## config.mk

```make
export PLATFORM = sky130hd
export DESIGN_NAME = gaussian_leapfrog_step_top_flat
export DESIGN_NICKNAME = d
export VERILOG_FILES = /design/src/rtl/glf_pkg.sv /design/src/rtl/glf_in_if.sv /design/src/rtl/glf_out_if.sv /design/src/rtl/glf_cfg_if.sv /design/src/rtl/glf_div.sv /design/src/rtl/glf_dp.sv /design/src/rtl/glf_ctrl.sv /design/src/rtl/gaussian_leapfrog_step_top.sv /design/src/flat_wrapper.sv
export SDC_FILE = /design/constraint.sdc
export NUM_CORES = 2
export LEC_CHECK = 0
export BUFFER_PORTS_ARGS = -buffer_cell sky130_fd_sc_hd__buf_4
export CAP_MARGIN = 20
export CORE_ASPECT_RATIO = 1.75
export CORE_UTILIZATION = 50
export CTS_CLUSTER_DIAMETER = 50
export DETAILED_ROUTE_END_ITERATION = 6
export PLACE_DENSITY_LB_ADDON = 0.1
export SYNTH_ARGS = -nofsm -noshare
export SYNTH_HDL_FRONTEND = slang
export SYNTH_SLANG_ARGS = --single-unit
```

## constraint.sdc

```tcl
create_clock -name clk -period 16.8 [get_ports clk]
set_input_delay 2.52 -clock clk [delete_from_list [all_inputs] [get_ports clk]]
set_output_delay 2.52 -clock clk [all_outputs]
set_load 0.01 [all_outputs]
```

## src/rtl/glf_pkg.sv

```systemverilog
// ----------------------------------------------------------------------------
// glf_pkg: shared types and constants of the Gaussian leapfrog step block
// Word format, configuration register map, reset values and the command and
// status structs between the controller and the datapath.
// ----------------------------------------------------------------------------
package glf_pkg;

	// Fixed-point word format
	localparam int WORD_W = 32;
	localparam int FRAC_W = 16;
	localparam int PROD_W = 2 * WORD_W;

	// Configuration field widths
	localparam int SD_W      = 24;
	localparam int N_W       = 16;
	localparam int EPS_W     = 20;
	localparam int CFG_IDX_W = 3;

	// Gain computation widths: sigma^2, denominator, divider operands
	localparam int SQ_W   = 2 * SD_W - FRAC_W + 1;
	localparam int DEN_W  = SQ_W + 1;
	localparam int DIVN_W = DEN_W + FRAC_W;
	localparam int DIVR_W = DEN_W + 1;
	localparam int DCNT_W = $clog2(DIVN_W);

	localparam logic [WORD_W-1:0] WMAX = {1'b0, {(WORD_W-1){1'b1}}};
	localparam logic [WORD_W-1:0] WMIN = {1'b1, {(WORD_W-1){1'b0}}};

	// Register indexes
	localparam logic [CFG_IDX_W-1:0] REG_NOISE_SD     = 3'd0;
	localparam logic [CFG_IDX_W-1:0] REG_SAMPLE_COUNT = 3'd1;
	localparam logic [CFG_IDX_W-1:0] REG_STEP_SIZE    = 3'd2;
	localparam logic [CFG_IDX_W-1:0] REG_START_POS    = 3'd3;
	localparam logic [CFG_IDX_W-1:0] REG_START_MOM    = 3'd4;

	// Reset configuration and the gains that follow from it
	localparam logic [SD_W-1:0]   NOISE_SD_RST = 24'd131072;
	localparam logic [N_W-1:0]    COUNT_RST    = 16'd500;
	localparam logic [EPS_W-1:0]  EPS_RST      = 20'd3277;
	localparam logic [WORD_W-1:0] MSG_RST      = 32'd65015;
	localparam logic [WORD_W-1:0] GG_RST       = 32'd8257536;

	// Multiplier operand pairs
	typedef enum logic [2:0] {
		MUL_MEAN_MSG,
		MUL_GG_OPD,
		MUL_EPS_OPD,
		MUL_EPS_MOM,
		MUL_SD_SD
	} mul_sel_t;

	// Destination of the rounded product
	typedef enum logic [2:0] {
		RND_NONE,
		RND_TGT,
		RND_OPD,
		RND_TERM,
		RND_SQ
	} rnd_dst_t;

	// Saturating add/subtract operations
	typedef enum logic [1:0] {
		ALU_NONE,
		ALU_DIFF,
		ALU_MOM_SUB,
		ALU_POS_ADD
	} alu_op_t;

	// Gain register updates
	typedef enum logic [1:0] {
		GAIN_NONE,
		GAIN_DEN,
		GAIN_MSG,
		GAIN_GG
	} gain_op_t;

	typedef enum logic {
		DIV_MSG,
		DIV_GG
	} div_sel_t;

	typedef struct packed {
		logic     cfg_we;
		logic     take_step;
		logic     restart;
		logic     mul_en;
		mul_sel_t mul_sel;
		rnd_dst_t rnd_dst;
		logic     rnd_half;
		alu_op_t  alu_op;
		gain_op_t gain_op;
		logic     div_start;
		div_sel_t div_sel;
		logic     out_load;
	} glf_cmd_t;

	typedef struct packed {
		logic gain_req;
		logic restart_req;
		logic div_done;
	} glf_sts_t;

endpackage

```

## src/rtl/glf_in_if.sv

```systemverilog
// ----------------------------------------------------------------------------
// glf_in_if: input item channel
// Carries the command bit and the batch mean with a valid/ready handshake.
// ----------------------------------------------------------------------------
interface glf_in_if;
	logic                                valid;
	logic                                ready;
	logic                                command;
	logic signed [glf_pkg::WORD_W-1:0]   batch_mean;

	modport source (output valid, output command, output batch_mean, input ready);
	modport sink (input valid, input command, input batch_mean, output ready);
endinterface

```

## src/rtl/glf_out_if.sv

```systemverilog
// ----------------------------------------------------------------------------
// glf_out_if: result channel
// Carries position, momentum and the saturation flag with valid/ready.
// ----------------------------------------------------------------------------
interface glf_out_if;
	logic                                valid;
	logic                                ready;
	logic signed [glf_pkg::WORD_W-1:0]   position;
	logic signed [glf_pkg::WORD_W-1:0]   momentum;
	logic                                saturated;

	modport source (output valid, output position, output momentum, output saturated,
		input ready);
	modport sink (input valid, input position, input momentum, input saturated,
		output ready);
endinterface

```

## src/rtl/glf_cfg_if.sv

```systemverilog
// ----------------------------------------------------------------------------
// glf_cfg_if: configuration write channel
// Carries a register index and write data with valid/ready.
// ----------------------------------------------------------------------------
interface glf_cfg_if;
	logic                              valid;
	logic                              ready;
	logic [glf_pkg::CFG_IDX_W-1:0]     index;
	logic [glf_pkg::WORD_W-1:0]        data;

	modport source (output valid, output index, output data, input ready);
	modport sink (input valid, input index, input data, output ready);
endinterface

```

## src/rtl/glf_div.sv

```systemverilog
// ----------------------------------------------------------------------------
// glf_div: iterative restoring divider for the gain computation
// One quotient bit per cycle; the quotient is clamped to the largest word.
// ----------------------------------------------------------------------------
module glf_div (
	input  logic                          clk,
	input  logic                          arst_n,
	input  logic                          start,
	input  logic [glf_pkg::DIVN_W-1:0]    dividend,
	input  logic [glf_pkg::DEN_W-1:0]     divisor,
	output logic                          done,
	output logic [glf_pkg::WORD_W-1:0]    quotient
);
	import glf_pkg::*;

	logic              busy_q;
	logic              done_q;
	logic [DCNT_W-1:0] cnt_q;
	logic [DIVN_W-1:0] num_q;
	logic [DIVR_W-1:0] rem_q;
	logic [DEN_W-1:0]  dsr_q;
	logic [WORD_W-1:0] quo_q;
	logic              ovf_q;

	logic [DIVR_W-1:0] rem_sh;
	logic              rem_ge;
	logic [DIVR_W-1:0] rem_nx;

	// Shift in the next dividend bit and trial-subtract the divisor
	always_comb begin
		rem_sh = {rem_q[DIVR_W-2:0], num_q[DIVN_W-1]};
		rem_ge = rem_sh >= {1'b0, dsr_q};
		rem_nx = rem_ge ? (rem_sh - {1'b0, dsr_q}) : rem_sh;
	end

	// Sequence the bit count
	always_ff @(posedge clk or negedge arst_n) begin
		if (!arst_n) begin
			busy_q <= 1'b0;
			done_q <= 1'b0;
			cnt_q  <= '0;
		end else begin
			done_q <= 1'b0;
			if (start) begin
				busy_q <= 1'b1;
				cnt_q  <= DCNT_W'(DIVN_W - 1);
			end else if (busy_q) begin
				cnt_q <= cnt_q - 1'b1;
				if (cnt_q == '0) begin
					busy_q <= 1'b0;
					done_q <= 1'b1;
				end
			end
		end
	end

	// Operand and partial result registers
	always_ff @(posedge clk) begin
		if (start) begin
			num_q <= dividend;
			dsr_q <= divisor;
			rem_q <= '0;
			quo_q <= '0;
			ovf_q <= 1'b0;
		end else if (busy_q) begin
			num_q <= {num_q[DIVN_W-2:0], 1'b0};
			rem_q <= rem_nx;
			quo_q <= {quo_q[WORD_W-2:0], rem_ge};
			ovf_q <= ovf_q | quo_q[WORD_W-1];
		end
	end

	assign done     = done_q;
	assign quotient = (ovf_q || quo_q[WORD_W-1]) ? WMAX : quo_q;

	a_start_idle: assert property (@(posedge clk) disable iff (!arst_n)
		start |-> !busy_q)
		else $error("divider started while busy");

endmodule

```

## src/rtl/glf_dp.sv

```systemverilog
// ----------------------------------------------------------------------------
// glf_dp: datapath of the Gaussian leapfrog step
// Configuration registers, gains, position/momentum state, one shared
// multiplier with a rounding/clamp stage, a saturating adder and the divider.
// ----------------------------------------------------------------------------
module glf_dp (
	input  logic                          clk,
	input  logic                          arst_n,
	input  glf_pkg::glf_cmd_t             cmd,
	output glf_pkg::glf_sts_t             sts,
	input  logic                          command,
	input  logic [glf_pkg::WORD_W-1:0]    batch_mean,
	input  logic [glf_pkg::CFG_IDX_W-1:0] cfg_index,
	input  logic [glf_pkg::WORD_W-1:0]    cfg_data,
	output logic [glf_pkg::WORD_W-1:0]    position,
	output logic [glf_pkg::WORD_W-1:0]    momentum,
	output logic                          saturated
);
	import glf_pkg::*;

	// Configuration
	logic [SD_W-1:0]   noise_sd_q;
	logic [N_W-1:0]    count_q;
	logic [EPS_W-1:0]  eps_q;
	logic [WORD_W-1:0] start_pos_q;
	logic [WORD_W-1:0] start_mom_q;

	// Gains and their intermediates
	logic [WORD_W-1:0] msg_q;
	logic [WORD_W-1:0] gg_q;
	logic [SQ_W-1:0]   sq_q;
	logic [DEN_W-1:0]  den_q;
	logic [WORD_W-1:0] nf;

	// Step state and work registers
	logic [WORD_W-1:0] pos_q;
	logic [WORD_W-1:0] mom_q;
	logic [WORD_W-1:0] mean_q;
	logic [WORD_W-1:0] tgt_q;
	logic [WORD_W-1:0] opd_q;
	logic [WORD_W-1:0] term_q;
	logic              flag_q;

	// Result register
	logic [WORD_W-1:0] res_pos_q;
	logic [WORD_W-1:0] res_mom_q;
	logic              res_sat_q;

	// Multiplier
	logic [WORD_W-1:0] op_a;
	logic [WORD_W-1:0] op_b;
	logic [WORD_W-1:0] mag_a;
	logic [WORD_W-1:0] mag_b;
	logic [PROD_W-1:0] prod_s1;
	logic              neg_s1;

	// Rounding and clamp
	logic [PROD_W-1:0] rnd_add;
	logic [PROD_W-1:0] rnd_sum;
	logic [PROD_W-1:0] rnd_mag;
	logic [WORD_W-1:0] rnd_val;
	logic              rnd_ovf;

	// Saturating adder
	logic [WORD_W-1:0] alu_a;
	logic [WORD_W-1:0] alu_b;
	logic              alu_sub;
	logic [WORD_W:0]   alu_sum;
	logic [WORD_W-1:0] alu_val;
	logic              alu_ovf;

	// Divider
	logic [DIVN_W-1:0] div_num;
	logic [DEN_W-1:0]  div_dsr;
	logic              div_done;
	logic [WORD_W-1:0] div_quo;

	assign nf = {count_q, {FRAC_W{1'b0}}};

	// Decode status for the controller
	assign sts.gain_req    = (cfg_index == REG_NOISE_SD) || (cfg_index == REG_SAMPLE_COUNT);
	assign sts.restart_req = command;
	assign sts.div_done    = div_done;

	// Write configuration registers
	always_ff @(posedge clk or negedge arst_n) begin
		if (!arst_n) begin
			noise_sd_q  <= NOISE_SD_RST;
			count_q     <= COUNT_RST;
			eps_q       <= EPS_RST;
			start_pos_q <= '0;
			start_mom_q <= '0;
		end else if (cmd.cfg_we) begin
			unique case (cfg_index)
				REG_NOISE_SD:     noise_sd_q  <= cfg_data[SD_W-1:0];
				REG_SAMPLE_COUNT: count_q     <= cfg_data[N_W-1:0];
				REG_STEP_SIZE:    eps_q       <= cfg_data[EPS_W-1:0];
				REG_START_POS:    start_pos_q <= cfg_data;
				REG_START_MOM:    start_mom_q <= cfg_data;
				default:          ;
			endcase
		end
	end

	// Select multiplier operands
	always_comb begin
		case (cmd.mul_sel)
			MUL_MEAN_MSG: begin
				op_a = mean_q;
				op_b = msg_q;
			end
			MUL_GG_OPD: begin
				op_a = gg_q;
				op_b = opd_q;
			end
			MUL_EPS_OPD: begin
				op_a = WORD_W'(eps_q);
				op_b = opd_q;
			end
			MUL_EPS_MOM: begin
				op_a = WORD_W'(eps_q);
				op_b = mom_q;
			end
			MUL_SD_SD: begin
				op_a = WORD_W'(noise_sd_q);
				op_b = WORD_W'(noise_sd_q);
			end
			default: begin
				op_a = '0;
				op_b = '0;
			end
		endcase
		mag_a = op_a[WORD_W-1] ? (~op_a + 1'b1) : op_a;
		mag_b = op_b[WORD_W-1] ? (~op_b + 1'b1) : op_b;
	end

	// Multiply magnitudes, keep the sign apart
	always_ff @(posedge clk) begin
		if (cmd.mul_en) begin
			prod_s1 <= PROD_W'(mag_a) * PROD_W'(mag_b);
			neg_s1  <= op_a[WORD_W-1] ^ op_b[WORD_W-1];
		end
	end

	// Round magnitude (halved on request) half away from zero, restore sign, clamp
	always_comb begin
		rnd_add = cmd.rnd_half ? (PROD_W'(1) << FRAC_W) : (PROD_W'(1) << (FRAC_W - 1));
		rnd_sum = prod_s1 + rnd_add;
		rnd_mag = cmd.rnd_half ? (rnd_sum >> (FRAC_W + 1)) : (rnd_sum >> FRAC_W);
		rnd_ovf = 1'b0;
		if (neg_s1) begin
			if (rnd_mag > PROD_W'(WMIN)) begin
				rnd_val = WMIN;
				rnd_ovf = 1'b1;
			end else begin
				rnd_val = ~rnd_mag[WORD_W-1:0] + 1'b1;
			end
		end else begin
			if (rnd_mag > PROD_W'(WMAX)) begin
				rnd_val = WMAX;
				rnd_ovf = 1'b1;
			end else begin
				rnd_val = rnd_mag[WORD_W-1:0];
			end
		end
	end

	// Saturating add/subtract
	always_comb begin
		case (cmd.alu_op)
			ALU_MOM_SUB: begin
				alu_a   = mom_q;
				alu_b   = term_q;
				alu_sub = 1'b1;
			end
			ALU_POS_ADD: begin
				alu_a   = pos_q;
				alu_b   = term_q;
				alu_sub = 1'b0;
			end
			default: begin
				alu_a   = pos_q;
				alu_b   = tgt_q;
				alu_sub = 1'b1;
			end
		endcase
		alu_sum = alu_sub ? ({alu_a[WORD_W-1], alu_a} - {alu_b[WORD_W-1], alu_b})
			: ({alu_a[WORD_W-1], alu_a} + {alu_b[WORD_W-1], alu_b});
		alu_ovf = alu_sum[WORD_W] != alu_sum[WORD_W-1];
		if (alu_ovf) begin
			alu_val = alu_sum[WORD_W] ? WMIN : WMAX;
		end else begin
			alu_val = alu_sum[WORD_W-1:0];
		end
	end

	// Advance position and momentum state
	always_ff @(posedge clk or negedge arst_n) begin
		if (!arst_n) begin
			pos_q  <= '0;
			mom_q  <= '0;
			flag_q <= 1'b0;
		end else begin
			if (cmd.restart) begin
				pos_q <= start_pos_q;
				mom_q <= start_mom_q;
			end else if (cmd.alu_op == ALU_MOM_SUB) begin
				mom_q <= alu_val;
			end else if (cmd.alu_op == ALU_POS_ADD) begin
				pos_q <= alu_val;
			end
			if (cmd.restart || cmd.take_step) begin
				flag_q <= 1'b0;
			end else begin
				flag_q <= flag_q
					| (rnd_ovf && (cmd.rnd_dst != RND_NONE) && (cmd.rnd_dst != RND_SQ))
					| (alu_ovf && (cmd.alu_op != ALU_NONE));
			end
		end
	end

	// Work registers of one step
	always_ff @(posedge clk) begin
		if (cmd.take_step) begin
			mean_q <= batch_mean;
		end
		case (cmd.rnd_dst)
			RND_TGT:  tgt_q  <= rnd_val;
			RND_OPD:  opd_q  <= rnd_val;
			RND_TERM: term_q <= rnd_val;
			RND_SQ:   sq_q   <= rnd_mag[SQ_W-1:0];
			default:  ;
		endcase
		if (cmd.alu_op == ALU_DIFF) begin
			opd_q <= alu_val;
		end
		if (cmd.gain_op == GAIN_DEN) begin
			den_q <= DEN_W'(sq_q) + DEN_W'(nf);
		end
		if (cmd.out_load) begin
			res_pos_q <= pos_q;
			res_mom_q <= mom_q;
			res_sat_q <= flag_q;
		end
	end

	// Gain registers, reset to the gains of the reset configuration
	always_ff @(posedge clk or negedge arst_n) begin
		if (!arst_n) begin
			msg_q <= MSG_RST;
			gg_q  <= GG_RST;
		end else begin
			case (cmd.gain_op)
				GAIN_MSG: msg_q <= (den_q == '0) ? '0 : div_quo;
				GAIN_GG:  gg_q  <= (sq_q == '0) ? WMAX : div_quo;
				default:  ;
			endcase
		end
	end

	// Divider operands: N*2^F/den or den/sigma^2, both scaled by 2^F
	always_comb begin
		case (cmd.div_sel)
			DIV_GG: begin
				div_num = {den_q, {FRAC_W{1'b0}}};
				div_dsr = DEN_W'(sq_q);
			end
			default: begin
				div_num = DIVN_W'({nf, {FRAC_W{1'b0}}});
				div_dsr = den_q;
			end
		endcase
	end

	glf_div u_div (
		.clk      (clk),
		.arst_n   (arst_n),
		.start    (cmd.div_start),
		.dividend (div_num),
		.divisor  (div_dsr),
		.done     (div_done),
		.quotient (div_quo)
	);

	assign position  = res_pos_q;
	assign momentum  = res_mom_q;
	assign saturated = res_sat_q;

endmodule

```

## src/rtl/glf_ctrl.sv

```systemverilog
// ----------------------------------------------------------------------------
// glf_ctrl: controller of the Gaussian leapfrog step
// Sequences the kick/drift/kick micro-operations, the gain recompute after a
// configuration write and the result word handoff.
// ----------------------------------------------------------------------------
module glf_ctrl (
	input  logic              clk,
	input  logic              arst_n,
	input  logic              in_valid,
	output logic              in_ready,
	input  logic              cfg_valid,
	output logic              cfg_ready,
	output logic              out_valid,
	input  logic              out_ready,
	input  glf_pkg::glf_sts_t sts,
	output glf_pkg::glf_cmd_t cmd
);
	import glf_pkg::*;

	localparam logic [4:0] S_IDLE    = 5'd0;
	localparam logic [4:0] S_M1      = 5'd1;
	localparam logic [4:0] S_R1      = 5'd2;
	localparam logic [4:0] S_D1      = 5'd3;
	localparam logic [4:0] S_M2      = 5'd4;
	localparam logic [4:0] S_R2      = 5'd5;
	localparam logic [4:0] S_M3      = 5'd6;
	localparam logic [4:0] S_R3      = 5'd7;
	localparam logic [4:0] S_A3      = 5'd8;
	localparam logic [4:0] S_M4      = 5'd9;
	localparam logic [4:0] S_R4      = 5'd10;
	localparam logic [4:0] S_A4      = 5'd11;
	localparam logic [4:0] S_D2      = 5'd12;
	localparam logic [4:0] S_M5      = 5'd13;
	localparam logic [4:0] S_R5      = 5'd14;
	localparam logic [4:0] S_M6      = 5'd15;
	localparam logic [4:0] S_R6      = 5'd16;
	localparam logic [4:0] S_A6      = 5'd17;
	localparam logic [4:0] S_OUT     = 5'd18;
	localparam logic [4:0] S_G_SQ    = 5'd19;
	localparam logic [4:0] S_G_RSQ   = 5'd20;
	localparam logic [4:0] S_G_DEN   = 5'd21;
	localparam logic [4:0] S_G_DIV1  = 5'd22;
	localparam logic [4:0] S_G_WAIT1 = 5'd23;
	localparam logic [4:0] S_G_DIV2  = 5'd24;
	localparam logic [4:0] S_G_WAIT2 = 5'd25;

	logic [4:0] state_q;
	logic [4:0] state_nx;
	logic       out_valid_q;
	logic       out_free;

	assign out_free  = !out_valid_q || out_ready;
	assign cfg_ready = state_q == S_IDLE;
	assign in_ready  = (state_q == S_IDLE) && !cfg_valid;
	assign out_valid = out_valid_q;

	// Decode state into datapath commands
	always_comb begin
		cmd      = '0;
		state_nx = state_q;
		unique case (state_q)
			S_IDLE: begin
				cmd.cfg_we = cfg_valid;
				if (cfg_valid) begin
					if (sts.gain_req) begin
						state_nx = S_G_SQ;
					end
				end else if (in_valid) begin
					if (sts.restart_req) begin
						cmd.restart = 1'b1;
						state_nx    = S_OUT;
					end else begin
						cmd.take_step = 1'b1;
						state_nx      = S_M1;
					end
				end
			end
			// target = mean * shrink gain
			S_M1: begin
				cmd.mul_en  = 1'b1;
				cmd.mul_sel = MUL_MEAN_MSG;
				state_nx    = S_R1;
			end
			S_R1: begin
				cmd.rnd_dst = RND_TGT;
				state_nx    = S_D1;
			end
			// first half kick
			S_D1: begin
				cmd.alu_op = ALU_DIFF;
				state_nx   = S_M2;
			end
			S_M2: begin
				cmd.mul_en  = 1'b1;
				cmd.mul_sel = MUL_GG_OPD;
				state_nx    = S_R2;
			end
			S_R2: begin
				cmd.rnd_dst = RND_OPD;
				state_nx    = S_M3;
			end
			S_M3: begin
				cmd.mul_en  = 1'b1;
				cmd.mul_sel = MUL_EPS_OPD;
				state_nx    = S_R3;
			end
			S_R3: begin
				cmd.rnd_dst  = RND_TERM;
				cmd.rnd_half = 1'b1;
				state_nx     = S_A3;
			end
			S_A3: begin
				cmd.alu_op = ALU_MOM_SUB;
				state_nx   = S_M4;
			end
			// full drift
			S_M4: begin
				cmd.mul_en  = 1'b1;
				cmd.mul_sel = MUL_EPS_MOM;
				state_nx    = S_R4;
			end
			S_R4: begin
				cmd.rnd_dst = RND_TERM;
				state_nx    = S_A4;
			end
			S_A4: begin
				cmd.alu_op = ALU_POS_ADD;
				state_nx   = S_D2;
			end
			// second half kick
			S_D2: begin
				cmd.alu_op = ALU_DIFF;
				state_nx   = S_M5;
			end
			S_M5: begin
				cmd.mul_en  = 1'b1;
				cmd.mul_sel = MUL_GG_OPD;
				state_nx    = S_R5;
			end
			S_R5: begin
				cmd.rnd_dst = RND_OPD;
				state_nx    = S_M6;
			end
			S_M6: begin
				cmd.mul_en  = 1'b1;
				cmd.mul_sel = MUL_EPS_OPD;
				state_nx    = S_R6;
			end
			S_R6: begin
				cmd.rnd_dst  = RND_TERM;
				cmd.rnd_half = 1'b1;
				state_nx     = S_A6;
			end
			S_A6: begin
				cmd.alu_op = ALU_MOM_SUB;
				state_nx   = S_OUT;
			end
			// hand the result word to the output register
			S_OUT: begin
				if (out_free) begin
					cmd.out_load = 1'b1;
					state_nx     = S_IDLE;
				end
			end
			// gain recompute: sigma^2, den, then the two divisions
			S_G_SQ: begin
				cmd.mul_en  = 1'b1;
				cmd.mul_sel = MUL_SD_SD;
				state_nx    = S_G_RSQ;
			end
			S_G_RSQ: begin
				cmd.rnd_dst = RND_SQ;
				state_nx    = S_G_DEN;
			end
			S_G_DEN: begin
				cmd.gain_op = GAIN_DEN;
				state_nx    = S_G_DIV1;
			end
			S_G_DIV1: begin
				cmd.div_start = 1'b1;
				cmd.div_sel   = DIV_MSG;
				state_nx      = S_G_WAIT1;
			end
			S_G_WAIT1: begin
				cmd.div_sel = DIV_MSG;
				if (sts.div_done) begin
					cmd.gain_op = GAIN_MSG;
					state_nx    = S_G_DIV2;
				end
			end
			S_G_DIV2: begin
				cmd.div_start = 1'b1;
				cmd.div_sel   = DIV_GG;
				state_nx      = S_G_WAIT2;
			end
			S_G_WAIT2: begin
				cmd.div_sel = DIV_GG;
				if (sts.div_done) begin
					cmd.gain_op = GAIN_GG;
					state_nx    = S_IDLE;
				end
			end
			default: begin
				state_nx = S_IDLE;
			end
		endcase
	end

	// Advance state, hold the output word until taken
	always_ff @(posedge clk or negedge arst_n) begin
		if (!arst_n) begin
			state_q     <= S_IDLE;
			out_valid_q <= 1'b0;
		end else begin
			state_q <= state_nx;
			if (cmd.out_load) begin
				out_valid_q <= 1'b1;
			end else if (out_ready) begin
				out_valid_q <= 1'b0;
			end
		end
	end

	a_step_start: assert property (@(posedge clk) disable iff (!arst_n)
		(in_valid && in_ready && !sts.restart_req) |=> (state_q == S_M1))
		else $error("accepted step word did not start the step sequence");

	a_gain_start: assert property (@(posedge clk) disable iff (!arst_n)
		(cfg_valid && cfg_ready && sts.gain_req) |=> (state_q == S_G_SQ))
		else $error("gain register write did not start the gain recompute");

	a_out_load: assert property (@(posedge clk) disable iff (!arst_n)
		(state_q == S_OUT && out_free) |=> (out_valid_q && state_q == S_IDLE))
		else $error("result word not presented after the step");

endmodule

```

## src/rtl/gaussian_leapfrog_step_top.sv

```systemverilog
// ----------------------------------------------------------------------------
// gaussian_leapfrog_step_top: leapfrog integrator for a Gaussian mean posterior
// Top level joining the controller and the datapath to the three channels.
// ----------------------------------------------------------------------------
// Each input word is either a restart (position and momentum reload the start
// registers) or one leapfrog step: half momentum kick, full position drift,
// half kick, with gradient gain*(position - target) and target = batch_mean *
// shrink gain, all in saturating signed Q16.16. One result word comes out per
// input word. A step passes through its micro-operations to the result
// register and a restart goes there directly; a new word is taken only
// once the controller is back in idle. All products go through a single
// shared 32x32 multiplier followed by a rounding stage and a saturating
// adder, so the step is a chain of 17 dependent micro-operations. The next
// word is taken as soon as the result is in the output register, even while
// it waits.
// Writing noise_sd or sample_count starts a gain recompute that keeps the
// block busy through sigma^2, the denominator and two bit-serial divisions
// with their start and load steps, during which no input word and no
// further configuration write is accepted.
module gaussian_leapfrog_step_top (
	input  logic       clk,
	input  logic       arst_n,
	glf_in_if.sink     in_ch,
	glf_out_if.source  out_ch,
	glf_cfg_if.sink    cfg_ch
);
	import glf_pkg::*;

	glf_cmd_t          cmd;
	glf_sts_t          sts;
	logic [WORD_W-1:0] res_pos;
	logic [WORD_W-1:0] res_mom;
	logic              res_sat;

	glf_ctrl u_ctrl (
		.clk       (clk),
		.arst_n    (arst_n),
		.in_valid  (in_ch.valid),
		.in_ready  (in_ch.ready),
		.cfg_valid (cfg_ch.valid),
		.cfg_ready (cfg_ch.ready),
		.out_valid (out_ch.valid),
		.out_ready (out_ch.ready),
		.sts       (sts),
		.cmd       (cmd)
	);

	glf_dp u_dp (
		.clk        (clk),
		.arst_n     (arst_n),
		.cmd        (cmd),
		.sts        (sts),
		.command    (in_ch.command),
		.batch_mean (in_ch.batch_mean),
		.cfg_index  (cfg_ch.index),
		.cfg_data   (cfg_ch.data),
		.position   (res_pos),
		.momentum   (res_mom),
		.saturated  (res_sat)
	);

	assign out_ch.position  = res_pos;
	assign out_ch.momentum  = res_mom;
	assign out_ch.saturated = res_sat;

endmodule
```

## src/flat_wrapper.sv

```systemverilog
// flat-port wrapper written by rule: the top's interface ports become plain ports
module gaussian_leapfrog_step_top_flat import glf_pkg::*;
  (clk, arst_n, in_ch_valid, in_ch_command, in_ch_batch_mean, in_ch_ready, out_ch_valid, out_ch_position, out_ch_momentum, out_ch_saturated, out_ch_ready, cfg_ch_valid, cfg_ch_index, cfg_ch_data, cfg_ch_ready);
  glf_in_if in_ch_i ();
  glf_out_if out_ch_i ();
  glf_cfg_if cfg_ch_i ();
  input  logic clk;
  input  logic arst_n;
  input wire logic [$bits(in_ch_i.valid)-1:0] in_ch_valid;
  input wire logic [$bits(in_ch_i.command)-1:0] in_ch_command;
  input wire logic [$bits(in_ch_i.batch_mean)-1:0] in_ch_batch_mean;
  output wire logic [$bits(in_ch_i.ready)-1:0] in_ch_ready;
  output wire logic [$bits(out_ch_i.valid)-1:0] out_ch_valid;
  output wire logic [$bits(out_ch_i.position)-1:0] out_ch_position;
  output wire logic [$bits(out_ch_i.momentum)-1:0] out_ch_momentum;
  output wire logic [$bits(out_ch_i.saturated)-1:0] out_ch_saturated;
  input wire logic [$bits(out_ch_i.ready)-1:0] out_ch_ready;
  input wire logic [$bits(cfg_ch_i.valid)-1:0] cfg_ch_valid;
  input wire logic [$bits(cfg_ch_i.index)-1:0] cfg_ch_index;
  input wire logic [$bits(cfg_ch_i.data)-1:0] cfg_ch_data;
  output wire logic [$bits(cfg_ch_i.ready)-1:0] cfg_ch_ready;
  assign in_ch_i.valid = in_ch_valid;
  assign in_ch_i.command = in_ch_command;
  assign in_ch_i.batch_mean = in_ch_batch_mean;
  assign in_ch_ready = in_ch_i.ready;
  assign out_ch_valid = out_ch_i.valid;
  assign out_ch_position = out_ch_i.position;
  assign out_ch_momentum = out_ch_i.momentum;
  assign out_ch_saturated = out_ch_i.saturated;
  assign out_ch_i.ready = out_ch_ready;
  assign cfg_ch_i.valid = cfg_ch_valid;
  assign cfg_ch_i.index = cfg_ch_index;
  assign cfg_ch_i.data = cfg_ch_data;
  assign cfg_ch_ready = cfg_ch_i.ready;
  gaussian_leapfrog_step_top u_core (.clk(clk), .arst_n(arst_n), .in_ch(in_ch_i), .out_ch(out_ch_i), .cfg_ch(cfg_ch_i));
endmodule
```

Yosys cells after proc, flatten, opt, wreduce, memory -nomap -nowiden
Index checks and enable logic that the tools add are counted.
{"block": "word_totals", "register_bits": 743, "in_bits": 73, "out_inout_bits": 68}
{"block": "classes", "addsub": 9, "multipliers": 1, "magnitude_cmp": 3, "n_eq_ne": 51, "muxes": 67, "bitwise": 7, "reduce_logical": 42}
{"cell": "two-way mux 32 bit", "count": 19}
{"cell": "case mux 32 bit (4 select lines)", "count": 2}
{"cell": "two-way mux 50 bit", "count": 3}
{"cell": "case mux 5 bit (26 select lines)", "count": 1}
{"cell": "adder 32 x 1 -> 32 bit (second input constant)", "count": 3}
{"cell": "inverter 32 bit", "count": 3}
{"cell": "two-way mux 33 bit", "count": 2}
{"cell": "adder 64 x 17 -> 64 bit", "count": 1}
{"cell": "multiplier 32 x 32 -> 64 bit", "count": 1}
{"cell": "equality test 5 bit (second input constant)", "count": 10}
{"cell": "greater-than comparator 48 x 31 -> 1 bit (second input constant)", "count": 1}
{"cell": "greater-than comparator 48 x 32 -> 1 bit (second input constant)", "count": 1}
{"cell": "two-way mux 48 bit", "count": 1}
{"cell": "equality test 5 x 4 -> 1 bit (second input constant)", "count": 8}
{"cell": ">= comparator 35 x 34 -> 1 bit", "count": 1}
{"cell": "two-way mux 5 bit", "count": 7}
{"cell": "adder 33 x 32 -> 34 bit", "count": 1}
{"cell": "zero test 34 bit", "count": 1}
{"cell": "two-way mux 34 bit", "count": 1}
{"cell": "subtractor 34 bit", "count": 1}
{"cell": "adder 32 x 32 -> 33 bit", "count": 1}
{"cell": "zero test 33 bit", "count": 1}
{"cell": "subtractor 32 x 32 -> 33 bit", "count": 1}
{"cell": "OR reduction 2 bit", "count": 11}
{"cell": "34 further kinds", "count": 98}

Longest topological paths before layout
{"block": "depth", "word_depth": 14, "ltp_mapped": 46}

Modules after synthesis
A second synthesis with hierarchy kept.
{"block": "hier_totals", "cells_unflattened": 7644, "area_unflattened_um2": 72932.4}
{"module": "glf_dp", "n_inst": 1, "cells_each": 6741, "area_each_um2": 63788.7, "seq_area_each_um2": 15682.5}
{"module": "glf_div", "n_inst": 1, "cells_each": 791, "area_each_um2": 8381.8, "seq_area_each_um2": 4063.9}
{"module": "glf_ctrl", "n_inst": 1, "cells_each": 112, "area_each_um2": 762.0, "seq_area_each_um2": 150.1}

Worst setup path after synthesis
No wires, ideal clock.
{"block": "synth_timing", "kind": "flip-flop to flip-flop", "startpoint": "reg u_core.u_ctrl.state_q[3]", "endpoint": "reg u_core.u_dp.prod_s1[61], data pin", "arrival_time_ns": 10.760, "path_slack_ns": 5.780, "path_stages_with_launch": 44, "synth_period_minus_slack_ns": 11.020, "cell_sequence": "dfrtp_1 -> buf_4 -> nor3b_1 -> a31o_2 -> a21oi_2 -> buf_2 -> a221o_1 -> inv_1 -> clkbuf_1 -> ha_1 -> and3_1 -> nand2_1 -> nor2_1 -> and4_1 -> nand3_1 -> nand2_1 -> xnor2_1 -> clkbuf_1 -> [8 not listed] -> fa_1 -> fa_1 -> inv_1 -> fa_1 -> inv_1 -> ha_1 -> clkbuf_1 -> nand4_1 -> nor2_1 -> nand4_1 -> nor2_1 -> nand4b_1 -> o21bai_1 -> a41o_1 -> a21oi_1 -> o21ai_0 -> a31oi_1 -> o311a_1"}
{"block": "synth_via", "elab_chain_len": 10}
{"element": "from (decl)", "line_no": "glf_ctrl.sv:47", "rtl": "logic [4:0] state_q;"}
{"element": "from (signal assigned)", "line_no": "glf_ctrl.sv:215", "rtl": "state_q <= state_nx;"}
{"element": "equality test 5 x 4 -> 1 bit or equality test 5 x 3 -> 1 bit (tied branches)", "line_no": "glf_ctrl.sv:61", "rtl": "unique case (state_q)"}
{"element": "OR reduction 2 bit (no source line)"}
{"element": "case mux 4 bit (5 select lines) *", "line_no": "glf_ctrl.sv:61"}
{"element": "equality test 3 x 2 -> 1 bit or equality test 3 x 1 -> 1 bit (tied branches)", "line_no": "glf_dp.sv:107", "rtl": "case (cmd.mul_sel)"}
{"element": "OR reduction 2 bit (no source line)"}
{"element": "case mux 32 bit (4 select lines)", "line_no": "glf_dp.sv:107"}
{"element": "inverter 32 bit, on equally long branches", "line_no": "glf_dp.sv:133, glf_dp.sv:134"}
{"element": "adder 32 x 1 -> 32 bit, on equally long branches", "line_no": "glf_dp.sv:133, glf_dp.sv:134"}
{"element": "two-way mux 32 bit, on equally long branches", "line_no": "glf_dp.sv:133, glf_dp.sv:134"}
{"element": "multiplier 32 x 32 -> 64 bit *", "line_no": "glf_dp.sv:140", "rtl": "prod_s1 <= PROD_W'(mag_a) * PROD_W'(mag_b);"}
{"element": "to (signal assigned)", "line_no": "glf_dp.sv:140"}
{"element": "to (decl)", "line_no": "glf_dp.sv:54", "rtl": "logic [PROD_W-1:0] prod_s1;"}
Mark *: on every way between the ends. The rest lies on a longest branch, timed or not.
A chain may end at the register's enable or synchronous reset.

Worst setup path after layout
{"block": "layout_timing", "startpoint": "reg u_core.u_ctrl.state_q[1]", "endpoint": "reg u_core.u_dp.prod_s1[61], data pin"}
The elaborated chain is that of the path after synthesis.

==> metrics <==
status finished with violations; failing checks design-rule violations; CTS Hold Buffers Added 0; largest family of logic cells by synthesized area adder cells; Yosys reg bits 712; die extent in y 499 microns; Clk pwr share 47.5%; grt total ovfl 0; number of distinct library cells after synthesis 103; Synth Area per Inst 9.46 sq um; I/O Buffers 140; WS Path Type reg2reg; Worst-Margin Slew 1270 ps; Area contributors post-synth fa_1 (25%), edfxtp_1 (16%), dfrtp_1 (8.2%); adder-cell share of the synthesized area 31.7%; Filler Cell Count 12.7k; Yosys top cell area share 25.5%; antenna violations before repair 14; sequential area share after synthesis 27.5%; cells after synthesis 7476; Synth Area in XOR/XNOR 3.62%; Total GRT Usage 38.9%; die area 143000 sq um; worst hold path type reg2reg; Core ar. 141000 sq um; first-pass GRT wire length 397 mm; CTS max path bufs 3; P per Cell Area 47.4 nW/um^2; clock latency on the worst-skew pair 680 ps; Synth-to-Final Area Change 8.99%; cts repair resizes 0; CTS Sinks 712; Final ANT Viol Nets 0; Post-Syn Nets 8798; clock transition at the registers of the reported paths 60 ps; Cell Area, Synth 70700 sq um; area of the multi-input gates 46500 sq um; setup tns final 0 ps; Ports 141; crit path max fanout 58; FF-to-FF setup slack 3140 ps; WL/cell 29.3 microns; Total Power 3.65 mW; Setup Fix Bufs, Post-CTS 0; VDD IR-drop max 0.0668 mV; routability congestion estimate 1.02; WP data arrival 14070 ps; Die Wd 286 microns; met3 Resource Use GR 6.80%; Compound-Gate Fraction of Synth Area 11.2%; CP max stage cell xnor2_4; Std-Cell Rows 182; CTS tree done; Via density 6.10; Req. time, crit path 17210 ps; Max Cap Viol 0; vias in the first global route 58.9k; post-placement worst setup slack 3250 ps; Final #Nets 8788; met2 Usage GRT 66.3%; Starting Density 50.3%; most area-hungry cell type in the Yosys netlist fa_1; crit end category flip-flop; Sequential cell area 19400 sq um; setup ws final 3140 ps; DR pass1 iterations 7; async set-reset flop share out of synthesis 37.5%; Total Routed Length 275 mm; via count 57.1k; mux share of post-synthesis cell area 4.16%; P_int 2.81 mW; 1st-iter DRT viols 4645; Seq pwr share 50.2%; Pleak 36.5 nW; CP max stage delay 870 ps; H-Tree Depth 3; DR DRC count 4; Combinational Power Share 2.3%; Max Clock Freq 0.0732 GHz; Yosys warnings 0; most used cell, CP fa_1; simple-gate share of the synthesized area 14.0%; clk_skew 38.1 ps; met1 usage 38.5%; Final Hold Vio Count 0; Clock Tree Root clkbuf_16; Post-synth EDFFs 378; Synth Flop Type edfxtp_1; Sw Ratio 22.9%; Switch Pwr 0.838 mW; global route hottest layer met2; fin crit period 13660 ps; Hold Slack 473 ps; Period Utilization, post-route 81.3%; RSZ-0062 raised after global routing false; Final setup viols 0; max_slew headroom 15.1%; Slew Viols, Final 0; hpwl dp 214 mm; CTS buffer count 71; startpoint types flip-flop; share of layout cells above drive strength 1 10.3%; largest net degree at the start of global routing 92
flip-flops by register name (all words and copies together), names as in the netlist, 33 cells and up:
register / cells
u_core.u_dp.prod_s1: 49
u_core.u_dp.sq_q: 33
u_core.u_dp.u_div.dsr_q: 34
u_core.u_dp.u_div.num_q: 34
u_core.u_dp.u_div.rem_q: 34
u_core.u_dp.den_q: 34
synthesized netlist by cell type (30+ instances only):
| cell | n |
|---|---|
| o22ai_1 | 35 |
| fa_1 | 899 |
| a22o_1 | 31 |
| xnor2_1 | 161 |
| mux2i_1 | 99 |
| nor2b_1 | 31 |
| mux2_2 | 173 |
| dfxtp_1 | 67 |
| and3_1 | 47 |
| inv_1 | 1042 |
| edfxtp_1 | 378 |
| a222oi_1 | 30 |
| a21oi_1 | 299 |
| nand2_1 | 924 |
| a21o_1 | 126 |
| a22oi_1 | 32 |
| o21ai_0 | 302 |
| xor2_1 | 120 |
| a31oi_1 | 42 |
| dfrtp_1 | 233 |
| and2_1 | 41 |
| nor4_1 | 43 |
| clkbuf_1 | 312 |
| nand4_1 | 62 |
| o22a_1 | 36 |
| o31ai_1 | 30 |
| buf_2 | 50 |
| nor3_1 | 65 |
| nand2b_1 | 39 |
| dfstp_2 | 34 |
| ha_1 | 350 |
| nor2_1 | 849 |
| nand3_1 | 91 |
metal layers:
layer,vias to the layer above,part of all wire [%]
li1,24500,-
met1,28900,31
met2,2565,50
met3,1107,6.2
met4,12,13
met5,-,0.027
cells in the final DEF, fill, tap and decap left out, types with 25 or more instances in the layout:
cell type	n
a31oi_1	42
nor2_1	845
xor2_1	103
a21o_1	126
nand2_1	922
dfstp_2	34
dfxtp_1	67
mux2_2	173
a22oi_1	32
inv_1	1041
nand2b_1	39
nor2b_1	30
a21oi_1	298
ha_1	350
and2_1	39
nor4_1	41
nand4_1	62
o31ai_1	30
xnor2_1	129
fa_1	899
dfrtp_1	232
clkbuf_16	74
buf_4	310
a222oi_1	30
nor3_1	59
mux2i_1	99
or3_1	25
o22a_1	36
o22ai_1	34
nand3_1	89
o21ai_0	296
edfxtp_1	378
and3_1	47
a22o_1	31
power groups by stage:
stage               registers [mW]  clock network [mW]  logic [mW]
floorplan                     1.87                   0      0.0217
global placement              1.87                   0      0.0823
detailed placement            1.87                   0      0.0823
CTS                           1.83                1.76      0.0828
global route                  1.83                1.81      0.0871
finish                        1.83                1.73      0.0837
final timing paths:
kind	startpoint	to	depth (start not counted)
max in group asynchronous	arst_n	u_core.u_dp.u_div.busy_q$_DFF_PN0_	2
min in group asynchronous	arst_n	u_core.u_dp.pos_q[27]$_DFFE_PN0P_	1
min reg2reg	u_core.u_dp.u_div.ovf_q$_SDFFE_PN0P_	u_core.u_dp.u_div.ovf_q$_SDFFE_PN0P_	2
min	u_core.u_dp.u_div.ovf_q$_SDFFE_PN0P_	u_core.u_dp.u_div.ovf_q$_SDFFE_PN0P_	2
max reg2reg	u_core.u_ctrl.state_q[1]$_DFFE_PN0P_	u_core.u_dp.prod_s1[61]$_DFFE_PN_	37
max	u_core.u_ctrl.state_q[1]$_DFFE_PN0P_	u_core.u_dp.prod_s1[61]$_DFFE_PN_	37
worst max-delay path: cells and delay by family, from the launching register on:
kind	cells	cell delay [ps]
buf+inv	6	1030
flops	1	840
xor+xnor	1	870
compound gates	9	2470
simple gates	12	3300
fa+ha+maj	9	4840
kinds of logic (layout without fill, tap and decap cells):
logic type | after synthesis | count (layout)
mux | 272 | 272
simple gates | 2300 | 2300
fa+ha+maj | 1252 | 1252
other cells | 0 | 7
compound gates | 1212 | 1212
xor+xnor | 287 | 287
buf+inv | 1441 | 1488
flops | 712 | 712
cell type report:
type | instances | share of cell area, %
inverters | 1044 | 5.09
repair buffers | 314 | 3.11
clock inverters | 48 | 0.768
flip-flops and latches | 712 | 25.2
diodes | 7 | 0.0227
multi-input cells | 5323 | 60.3
clock buffers | 82 | 2.48
well taps | 1840 | 2.99
metrics by stage:
stage	utilization (%)	instances	instance area, sq um
floorplan	-	7476	70700
global placement	53.0	9229	74500
detailed placement	53.0	9232	74500
CTS	54.8	9362	77000
global route	54.8	9365	77000
finish	54.8	9370	77100
Power figures use the tool's default switching activity.
